**config.mk**
```make
export PLATFORM = sky130hd
export DESIGN_NAME = edge_list_to_balanced_parens
export DESIGN_NICKNAME = d
export VERILOG_FILES = /design/src/rtl/core/elbp_pkg.sv /design/src/rtl/core/edge_list_to_balanced_parens.sv /design/src/rtl/core/elbp_front.sv /design/src/rtl/core/elbp_queue.sv /design/src/rtl/core/elbp_back.sv
export SDC_FILE = /design/constraint.sdc
export NUM_CORES = 1
export LEC_CHECK = 0
export ABC_AREA = 1
export BUFFER_PORTS_ARGS = -buffer_cell sky130_fd_sc_hd__buf_4
export CAP_MARGIN = 20
export CORE_ASPECT_RATIO = 1.75
export CORE_UTILIZATION = 62
export CTS_CLUSTER_DIAMETER = 40
export DETAILED_ROUTE_END_ITERATION = 7
export PLACE_DENSITY = 0.8
export SYNTH_ARGS = -nofsm -noshare
export SYNTH_HDL_FRONTEND = slang
export SYNTH_SLANG_ARGS = --single-unit
```
**constraint.sdc**
```tcl
create_clock -name clock -period 12.75 [get_ports clock]
set_input_delay 1.9125 -clock clock [delete_from_list [all_inputs] [get_ports clock]]
set_output_delay 1.9125 -clock clock [all_outputs]
set_load 0.05 [all_outputs]
```
**src/rtl/core/elbp_pkg.sv**
```systemverilog
// ----------------------------------------------------------------------------
// elbp_pkg
// shared constants, types and state codes for the edge list to parens block
// ----------------------------------------------------------------------------
package elbp_pkg;

   // open-node stack
   localparam int STACK_DEPTH = 32;
   localparam int NODE_BITS   = 16;
   localparam int FILL_BITS   = $clog2(STACK_DEPTH + 1);
   localparam int IDX_BITS    = $clog2(STACK_DEPTH);

   // bits caused by one edge: pops, push, leaf pair, final pops
   localparam int CNT_BITS = $clog2(2 * STACK_DEPTH + 4);

   // edge queue between front and back
   localparam int QUEUE_DEPTH = 2;
   localparam int QPTR_BITS   = $clog2(QUEUE_DEPTH);
   localparam int QCNT_BITS   = $clog2(QUEUE_DEPTH + 1);

   // register port
   localparam int CSR_ADDR_BITS = 3;
   localparam int CSR_DATA_BITS = 32;
   localparam int TIP_BITS      = 16;
   localparam logic [TIP_BITS-1:0] TIP_COUNT_RESET = TIP_BITS'(1);
   localparam logic REG_TIP_COUNT = 1'b0;

   typedef struct packed {
      logic [NODE_BITS-1:0] parent;
      logic                 leaf;
      logic                 last_edge;
   } elbp_edge_type;

   typedef enum logic [1:0] {
      ST_IDLE,
      ST_CLIMB,
      ST_EMIT
   } elbp_state_type;

endpackage

```
**src/rtl/core/edge_list_to_balanced_parens.sv**
```systemverilog
// ----------------------------------------------------------------------------
// edge_list_to_balanced_parens: an accepted edge passes through the queue, the
// back's edge registers, the climb and emit states and the output register;
// the back plays one bit per cycle while the receiver keeps up, and takes the
// next edge only when idle or as it finishes the bit run of the previous one
// reset: synchronous, clears queue, stack fill, fsm and tip_count to 1
// ----------------------------------------------------------------------------
module edge_list_to_balanced_parens (
   input  logic                               clock,
   input  logic                               reset,
   // edge input
   input  logic                               req_valid,
   output logic                               req_ready,
   input  logic [elbp_pkg::NODE_BITS-1:0]     req_parent_node,
   input  logic [elbp_pkg::NODE_BITS-1:0]     req_child_node,
   input  logic                               req_final_edge,
   // paren bit output
   output logic                               rsp_valid,
   input  logic                               rsp_ready,
   output logic                               rsp_paren_bit,
   output logic                               rsp_run_end,
   output logic                               rsp_stack_fault,
   // register port
   input  logic                               csr_psel,
   input  logic                               csr_penable,
   input  logic                               csr_pwrite,
   input  logic [elbp_pkg::CSR_ADDR_BITS-1:0] csr_paddr,
   input  logic [elbp_pkg::CSR_DATA_BITS-1:0] csr_pwdata,
   output logic [elbp_pkg::CSR_DATA_BITS-1:0] csr_prdata,
   output logic                               csr_pready
);

   // front side: classified edge into the queue
   logic                    edge_push;
   logic                    edge_full;
   elbp_pkg::elbp_edge_type edge_in;

   // back side: queue head into the stack engine
   logic                    edge_valid;
   logic                    edge_pop;
   elbp_pkg::elbp_edge_type edge_out;

   // front takes edges and marks leaf children against tip_count
   elbp_front u_front (
      .clock           (clock),
      .reset           (reset),
      .req_valid       (req_valid),
      .req_ready       (req_ready),
      .req_parent_node (req_parent_node),
      .req_child_node  (req_child_node),
      .req_final_edge  (req_final_edge),
      .csr_psel        (csr_psel),
      .csr_penable     (csr_penable),
      .csr_pwrite      (csr_pwrite),
      .csr_paddr       (csr_paddr),
      .csr_pwdata      (csr_pwdata),
      .csr_prdata      (csr_prdata),
      .csr_pready      (csr_pready),
      .edge_push       (edge_push),
      .edge_data       (edge_in),
      .edge_full       (edge_full)
   );

   // queue lets the front keep accepting while long pop runs drain
   elbp_queue u_queue (
      .clock     (clock),
      .reset     (reset),
      .push      (edge_push),
      .push_data (edge_in),
      .full      (edge_full),
      .pop       (edge_pop),
      .valid     (edge_valid),
      .pop_data  (edge_out)
   );

   // back climbs the stack one pop per cycle, then plays out the bit run
   // through its output register; the fault flag is known before the first bit
   elbp_back u_back (
      .clock           (clock),
      .reset           (reset),
      .edge_valid      (edge_valid),
      .edge_data       (edge_out),
      .edge_pop        (edge_pop),
      .rsp_valid       (rsp_valid),
      .rsp_ready       (rsp_ready),
      .rsp_paren_bit   (rsp_paren_bit),
      .rsp_run_end     (rsp_run_end),
      .rsp_stack_fault (rsp_stack_fault)
   );

endmodule

```
**src/rtl/core/elbp_front.sv**
```systemverilog
// ----------------------------------------------------------------------------
// elbp_front
// accepts edges, holds tip_count and tags each edge whose child is a leaf
// ----------------------------------------------------------------------------
module elbp_front (
   input  logic                                 clock,
   input  logic                                 reset,
   input  logic                                 req_valid,
   output logic                                 req_ready,
   input  logic [elbp_pkg::NODE_BITS-1:0]       req_parent_node,
   input  logic [elbp_pkg::NODE_BITS-1:0]       req_child_node,
   input  logic                                 req_final_edge,
   input  logic                                 csr_psel,
   input  logic                                 csr_penable,
   input  logic                                 csr_pwrite,
   input  logic [elbp_pkg::CSR_ADDR_BITS-1:0]   csr_paddr,
   input  logic [elbp_pkg::CSR_DATA_BITS-1:0]   csr_pwdata,
   output logic [elbp_pkg::CSR_DATA_BITS-1:0]   csr_prdata,
   output logic                                 csr_pready,
   output logic                                 edge_push,
   output elbp_pkg::elbp_edge_type              edge_data,
   input  logic                                 edge_full
);

   logic [elbp_pkg::TIP_BITS-1:0] tip_count_ff;
   logic [elbp_pkg::TIP_BITS-1:0] tip_count_in;
   logic                          reg_sel;
   logic                          csr_write;

   assign csr_pready = 1'b1;
   assign reg_sel    = (csr_paddr[2] == elbp_pkg::REG_TIP_COUNT);
   assign csr_write  = csr_psel && csr_penable && csr_pwrite && csr_pready;

   always_comb begin
      tip_count_in = tip_count_ff;
      if (csr_write && reg_sel) begin
         tip_count_in = csr_pwdata[elbp_pkg::TIP_BITS-1:0];
      end
   end

   always_ff @(posedge clock) begin
      if (reset) begin
         tip_count_ff <= elbp_pkg::TIP_COUNT_RESET;
      end else begin
         tip_count_ff <= tip_count_in;
      end
   end

   assign csr_prdata = reg_sel ?
      elbp_pkg::CSR_DATA_BITS'(tip_count_ff) : '0;

   // classify: a child at or below tip_count is a leaf
   assign req_ready           = !edge_full;
   assign edge_push           = req_valid && req_ready;
   assign edge_data.parent    = req_parent_node;
   assign edge_data.leaf      = (req_child_node <= tip_count_ff);
   assign edge_data.last_edge = req_final_edge;

endmodule

```
**src/rtl/core/elbp_queue.sv**
```systemverilog
// ----------------------------------------------------------------------------
// elbp_queue
// short fifo of classified edges between front and back
// ----------------------------------------------------------------------------
module elbp_queue (
   input  logic                    clock,
   input  logic                    reset,
   input  logic                    push,
   input  elbp_pkg::elbp_edge_type push_data,
   output logic                    full,
   input  logic                    pop,
   output logic                    valid,
   output elbp_pkg::elbp_edge_type pop_data
);

   elbp_pkg::elbp_edge_type          slot_ff [elbp_pkg::QUEUE_DEPTH];
   logic [elbp_pkg::QPTR_BITS-1:0]   wr_ptr_ff, wr_ptr_in;
   logic [elbp_pkg::QPTR_BITS-1:0]   rd_ptr_ff, rd_ptr_in;
   logic [elbp_pkg::QCNT_BITS-1:0]   count_ff, count_in;
   logic                             do_push, do_pop;

   assign full     = (count_ff == elbp_pkg::QCNT_BITS'(elbp_pkg::QUEUE_DEPTH));
   assign valid    = (count_ff != '0);
   assign do_push  = push && !full;
   assign do_pop   = pop && valid;
   assign pop_data = slot_ff[rd_ptr_ff];

   always_comb begin
      wr_ptr_in = wr_ptr_ff;
      rd_ptr_in = rd_ptr_ff;
      count_in  = count_ff;
      if (do_push) begin
         wr_ptr_in = (wr_ptr_ff == elbp_pkg::QPTR_BITS'(elbp_pkg::QUEUE_DEPTH - 1)) ?
                     '0 : wr_ptr_ff + elbp_pkg::QPTR_BITS'(1);
      end
      if (do_pop) begin
         rd_ptr_in = (rd_ptr_ff == elbp_pkg::QPTR_BITS'(elbp_pkg::QUEUE_DEPTH - 1)) ?
                     '0 : rd_ptr_ff + elbp_pkg::QPTR_BITS'(1);
      end
      if (do_push && !do_pop) begin
         count_in = count_ff + elbp_pkg::QCNT_BITS'(1);
      end else if (do_pop && !do_push) begin
         count_in = count_ff - elbp_pkg::QCNT_BITS'(1);
      end
   end

   always_ff @(posedge clock) begin
      if (reset) begin
         wr_ptr_ff <= '0;
         rd_ptr_ff <= '0;
         count_ff  <= '0;
      end else begin
         wr_ptr_ff <= wr_ptr_in;
         rd_ptr_ff <= rd_ptr_in;
         count_ff  <= count_in;
      end
   end

   always_ff @(posedge clock) begin
      if (do_push) begin
         slot_ff[wr_ptr_ff] <= push_data;
      end
   end

endmodule

```
**src/rtl/core/elbp_back.sv**
```systemverilog
// ----------------------------------------------------------------------------
// elbp_back
// runs the open-node stack for each edge, then plays out its paren bits
// ----------------------------------------------------------------------------
module elbp_back (
   input  logic                    clock,
   input  logic                    reset,
   input  logic                    edge_valid,
   input  elbp_pkg::elbp_edge_type edge_data,
   output logic                    edge_pop,
   output logic                    rsp_valid,
   input  logic                    rsp_ready,
   output logic                    rsp_paren_bit,
   output logic                    rsp_run_end,
   output logic                    rsp_stack_fault
);

   elbp_pkg::elbp_state_type state_ff, state_in;

   logic [elbp_pkg::NODE_BITS-1:0] stack_ff [elbp_pkg::STACK_DEPTH];
   logic [elbp_pkg::FILL_BITS-1:0] fill_ff, fill_in;

   // edge in progress
   logic [elbp_pkg::NODE_BITS-1:0] parent_ff, parent_in;
   logic                           leaf_ff, leaf_in;
   logic                           last_ff, last_in;

   // shape of the bit run
   logic [elbp_pkg::FILL_BITS-1:0] pops_ff, pops_in;
   logic [elbp_pkg::FILL_BITS-1:0] closes_ff, closes_in;
   logic                           push_ff, push_in;
   logic                           fault_ff, fault_in;
   logic [elbp_pkg::CNT_BITS-1:0]  emit_idx_ff, emit_idx_in;

   // output register
   logic rsp_valid_ff, rsp_valid_in;
   logic paren_ff, paren_in;
   logic run_end_ff, run_end_in;
   logic sfault_ff, sfault_in;

   logic [elbp_pkg::IDX_BITS-1:0]  top_idx;
   logic [elbp_pkg::NODE_BITS-1:0] top;
   logic                           has_top;
   logic                           climb_stop, climb_fault;
   logic                           do_push, overflow, push_ok;
   logic [elbp_pkg::FILL_BITS-1:0] fill_after_push;
   logic [elbp_pkg::CNT_BITS-1:0]  total, push_pos, leaf_pos;
   logic                           empty_run, emit_last, out_free;
   logic                           emit_fire, emit_done, load;
   logic                           climb_step, climb_end, emit_bit;

   assign top_idx = elbp_pkg::IDX_BITS'(fill_ff - elbp_pkg::FILL_BITS'(1));
   assign top     = stack_ff[top_idx];
   assign has_top = (fill_ff != '0);

   // first look: climb only when parent is below top; later: stop on match or empty
   assign climb_stop  = (pops_ff == '0) ? !(has_top && (parent_ff < top))
                                        : (!has_top || (top == parent_ff));
   assign climb_fault = (pops_ff != '0) && !has_top;

   assign do_push         = !has_top || (parent_ff > top);
   assign overflow        = do_push &&
                            (fill_ff == elbp_pkg::FILL_BITS'(elbp_pkg::STACK_DEPTH));
   assign push_ok         = do_push && !overflow;
   assign fill_after_push = fill_ff + elbp_pkg::FILL_BITS'(push_ok);

   assign total = elbp_pkg::CNT_BITS'(pops_ff) + elbp_pkg::CNT_BITS'(push_ff) +
                  (leaf_ff ? elbp_pkg::CNT_BITS'(2) : '0) +
                  elbp_pkg::CNT_BITS'(closes_ff);
   assign push_pos  = elbp_pkg::CNT_BITS'(pops_ff);
   assign leaf_pos  = push_pos + elbp_pkg::CNT_BITS'(push_ff);
   assign empty_run = (total == '0);
   assign emit_last = (emit_idx_ff == total - elbp_pkg::CNT_BITS'(1));
   assign emit_bit  = (push_ff && (emit_idx_ff == push_pos)) ||
                      (leaf_ff && (emit_idx_ff == leaf_pos));
   assign out_free  = !rsp_valid_ff || rsp_ready;

   // fsm outputs
   always_comb begin
      climb_step = 1'b0;
      climb_end  = 1'b0;
      emit_fire  = 1'b0;
      emit_done  = 1'b0;
      case (state_ff)
         elbp_pkg::ST_CLIMB: begin
            climb_step = !climb_stop;
            climb_end  = climb_stop;
         end
         elbp_pkg::ST_EMIT: begin
            emit_fire = !empty_run && out_free;
            emit_done = empty_run || (out_free && emit_last);
         end
         default: begin
         end
      endcase
      load = edge_valid && ((state_ff == elbp_pkg::ST_IDLE) || emit_done);
   end

   assign edge_pop = load;

   // fsm next state
   always_comb begin
      state_in = state_ff;
      case (state_ff)
         elbp_pkg::ST_IDLE: begin
            if (edge_valid) state_in = elbp_pkg::ST_CLIMB;
         end
         elbp_pkg::ST_CLIMB: begin
            if (climb_stop) state_in = elbp_pkg::ST_EMIT;
         end
         elbp_pkg::ST_EMIT: begin
            if (emit_done) state_in = edge_valid ? elbp_pkg::ST_CLIMB : elbp_pkg::ST_IDLE;
         end
         default: state_in = elbp_pkg::ST_IDLE;
      endcase
   end

   // datapath
   always_comb begin
      fill_in      = fill_ff;
      parent_in    = parent_ff;
      leaf_in      = leaf_ff;
      last_in      = last_ff;
      pops_in      = pops_ff;
      closes_in    = closes_ff;
      push_in      = push_ff;
      fault_in     = fault_ff;
      emit_idx_in  = emit_idx_ff;
      rsp_valid_in = rsp_valid_ff && !rsp_ready;
      paren_in     = paren_ff;
      run_end_in   = run_end_ff;
      sfault_in    = sfault_ff;

      if (load) begin
         parent_in = edge_data.parent;
         leaf_in   = edge_data.leaf;
         last_in   = edge_data.last_edge;
         pops_in   = '0;
      end
      if (climb_step) begin
         fill_in = fill_ff - elbp_pkg::FILL_BITS'(1);
         pops_in = pops_ff + elbp_pkg::FILL_BITS'(1);
      end
      if (climb_end) begin
         push_in     = do_push;
         fault_in    = climb_fault || overflow;
         fill_in     = last_ff ? '0 : fill_after_push;
         closes_in   = last_ff ? fill_after_push : '0;
         emit_idx_in = '0;
      end
      if (emit_fire) begin
         rsp_valid_in = 1'b1;
         paren_in     = emit_bit;
         run_end_in   = emit_last;
         sfault_in    = fault_ff;
         emit_idx_in  = emit_idx_ff + elbp_pkg::CNT_BITS'(1);
      end
   end

   always_ff @(posedge clock) begin
      if (reset) begin
         state_ff     <= elbp_pkg::ST_IDLE;
         fill_ff      <= '0;
         rsp_valid_ff <= 1'b0;
      end else begin
         state_ff     <= state_in;
         fill_ff      <= fill_in;
         rsp_valid_ff <= rsp_valid_in;
      end
   end

   always_ff @(posedge clock) begin
      parent_ff   <= parent_in;
      leaf_ff     <= leaf_in;
      last_ff     <= last_in;
      pops_ff     <= pops_in;
      closes_ff   <= closes_in;
      push_ff     <= push_in;
      fault_ff    <= fault_in;
      emit_idx_ff <= emit_idx_in;
      paren_ff    <= paren_in;
      run_end_ff  <= run_end_in;
      sfault_ff   <= sfault_in;
   end

   always_ff @(posedge clock) begin
      if (climb_end && push_ok) begin
         stack_ff[fill_ff[elbp_pkg::IDX_BITS-1:0]] <= parent_ff;
      end
   end

   assign rsp_valid       = rsp_valid_ff;
   assign rsp_paren_bit   = paren_ff;
   assign rsp_run_end     = run_end_ff;
   assign rsp_stack_fault = sfault_ff;

   // stack never holds more than its depth
   a_fill_bound: assert property (@(posedge clock) disable iff (reset)
      fill_ff <= elbp_pkg::FILL_BITS'(elbp_pkg::STACK_DEPTH))
      else $error("stack fill beyond depth");

   // each climb step removes exactly one node
   a_climb_pop: assert property (@(posedge clock) disable iff (reset)
      climb_step |=> fill_ff == $past(fill_ff) - elbp_pkg::FILL_BITS'(1))
      else $error("climb step did not pop one node");

   // a final edge leaves the stack empty
   a_final_empty: assert property (@(posedge clock) disable iff (reset)
      (climb_end && last_ff) |=> fill_ff == '0)
      else $error("final edge left open nodes");

   // no bit is played past the end of the run
   a_emit_range: assert property (@(posedge clock) disable iff (reset)
      emit_fire |-> emit_idx_ff < total)
      else $error("emit index past run length");

endmodule

```
==> impl_metrics.yaml <==
synthesis:
  synthTopCellsByCount: "edfxtp_1 (590), nor2_1 (302), o21ai_0 (245)"
  synthMuxAreaShare_pct: 0.768
  syn-mean-instance-area_um2: 12.6
  synth_edf_count: 590
  yosys_warnings: 0
  synth_top_area_share_pct: 67.1
  synth_top_family_by_area: "compound AO/OA/AOI/OAI gates"
  synth-simple-area-share_pct: 10.0
  synth_top_area_cell: "edfxtp_1"
  synthCells: 2099
  synth-adder-area-share_pct: 2.81
  synth-compound-area-share_pct: 12.1
  synthFlopType: "edfxtp_1"
  yosys.cell_count.top_type: "edfxtp_1"
  synth_area_mm2: 0.0264
  ys_seq_area_share_pct: 69.3
  synthTopCellsByArea: "edfxtp_1 (67%), o21ai_0 (4.6%), nor2_1 (4.3%)"
  yosysUniqueCellTypes: 57
  synth_seq_cells: 619
  synth_xor_area_share_pct: 0.872
  async_flop_share_pct: 0
routing:
  drt_iter0_drc: 2097
  dr.pass1.iters: 7
  routed_via_density: 6.39
  routed_wl_mm: 64.4
  drc: 0
  num_vias: 17700
  ant_nets: 0
  avgRoutedWirePerCell_um: 23.3
clock_network:
  post_cts_buffers: 0
  cts_sinks: 619
  root_buffer: "clkbuf_16"
  cts_tree: "yes"
  cts_hold_buf: 0
  cts_resized: 0
  clk_latency_ns: 0.59
  cts_buffers: 51
  clock_path_buffers: 3
  clk_pin_slew_ns: 0.06
  htree_levels: 2
timing:
  setup_tns_ns: 0
  rsz0062_at_grt: "no"
  worst_slew_pin_slew_ns: 1.06
  post-route-min-period_ns: 8.57
  slew_viol_final: 0
  finalHoldViolCount: 0
  fin_crit_sh_pct: 67.2
  setup_viol: 0
  finClkSkew_ns: 0.0201
  max_freq_mhz: 117
  slew_headroom_pct: 29.1
placement:
  placed_area_mm2: 0.0275
  numPortBuffers: 77
  gp_congestion: 0.930
  dp_hpwl_mm: 38.1
floorplan:
  die_area_mm2: 0.0434
  die-height_um: 275
  initial_utilization_pct: 63.0
  rows: 99
  core_area_mm2: 0.0419
  die_w_um: 158
  ios: 113
setup_path:
  critPathLaunchType: "flop"
  cpPeakStageDelay_ns: 0.83
  arrival_ns: 8.85
  worst_path_max_delay_cell: "ha_4"
  worstPathCellList: "inv_6 > ha_4 > clkinv_2 > buf_4 > a21oi_1 > a221o_1 > nand2_1 > o21ai_0 > nor2_1 > a31oi_1 > ha_1 > nand4_1 > o21ai_1 > nand2_1 > nand2_2 > nand2_4 > inv_4 > nand3_4 > nor2_1 > buf_4"
  crit_fanout: 82
  path_class: "reg -> reg"
  endpoint_kind: "flop"
  cp.required_ns: 13.03
  rr_worst_depth: 20
  critPathTopFamily: "buffers and inverters"
  cp.buffers_inverters: 5
  path_depth: 20
global_routing:
  antenna_found_initial: 0
  gr-total-overflow: 0
  grt_pass1_vias: 17600
  grt_max_degree: 116
  grt_pass1_wl_mm: 95.9
  grtUsageTotal_pct: 30.1
hold_path:
  min_path_type: "reg -> reg"
  whs_path_depth: 2
outcome:
  status: "complete, no violations"
flow_run:
  drv_cap: 0
finish:
  final_cell_area_mm2: 0.0291
  nets: 2303
  area_delta_synth_final_pct: 10.3
  final_layout_size_suffix_gt1_share_pct: 12.8
## worst register-to-register path, cell delays in order, from the launching register on
cell and delay (ns):
dfxtp_4 0.81, inv_6 0.33, ha_4 0.85, clkinv_2 0.85
buf_4 0.69, a21oi_1 0.30, a221o_1 0.17, nand2_1 0.05
o21ai_0 0.52, nor2_1 0.08, a31oi_1 0.17, ha_1 0.17
nand4_1 0.39, o21ai_1 0.69, nand2_1 0.35, nand2_2 0.19
nand2_4 0.10, inv_4 0.25, nand3_4 0.19, nor2_1 0.78
buf_4 0.34
## metal layers
metal | global-route usage [%] | up-vias | part of all wire, %
li1 | - | 7846 | -
met1 | 34.7 | 8518 | 33
met2 | 52.6 | 1080 | 52
met3 | 3.73 | 231 | 8.3
met4 | 19.7 | 0 | 6.7
met5 | 0 | - | 0
## cells in the final DEF, fill, tap and decap left out, types with 24 or more instances in the layout
cell and n:
a21oi_1 108, nand2_1 175, clkbuf_16 53, buf_4 137
o21ai_0 245, o211ai_1 24, o22ai_1 46, dfxtp_1 28
nand3_1 69, ha_1 55, inv_1 85, nor2_1 302
o221ai_1 52, edfxtp_1 590
## sequential cells by signal, summed over array words and instances, names as in the netlist, 2 cells and up
signal / cells
u_back.pops_ff: 6
u_back.parent_ff: 16
u_queue.count_ff: 2
u_queue.slot_ff: 36
u_back.stack_ff: 512
u_back.closes_ff: 6
u_front.tip_count_ff: 16
u_back.emit_idx_ff: 7
u_back.state_ff: 2
u_back.fill_ff: 6
## worst paths after layout
| kind | startpoint | endpoint | slack, ns |
|---|---|---|---|
| max reg2reg | u_back.fill_ff[0] | u_back.stack_ff[18][10] | 4.18 |
| min reg2reg | u_front.tip_count_ff[5] | u_front.tip_count_ff[5] | 0.49 |
| min | u_front.tip_count_ff[5] | u_front.tip_count_ff[5] | 0.49 |
| max | u_back.fill_ff[0] | u_back.stack_ff[18][10] | 4.18 |
## area by class of cell
type | count | area, um2
flip-flops and latches | 619 | 18300
fillers | 2782 | 12800
multi-input cells | 1265 | 7100
clock buffers | 63 | 1380
repair buffers | 138 | 1060
well taps | 555 | 694
inverters | 95 | 365
clock inverters | 30 | 206
diodes | 2 | 5.00
## per-stage QoR
stage               worst slack (ns)  hold slack [ns]  util, %  instances
floorplan                       7.73            0.400        -       2114
global placement                4.94            0.472     65.7       2671
detailed placement              4.72            0.469     65.7       2671
CTS                             4.71            0.491     69.4       2764
global route                    3.89            0.505     69.5       2765
finish                          4.18            0.493     69.5       2767
## cell families (layout without fill, tap and decap cells)
kind of cell    count (synthesis)  after routing
other cells                     2             19
xor+xnor                       22             22
fa+ha+maj                      58             58
flops                         619            619
simple gates                  609            609
compound gates                541            541
buf+inv                       230            326
mux                            18             18
Power is left out: the tool's default activity adds up to more than one toggle a clock period on the data nets, which glitch-free logic cannot reach.
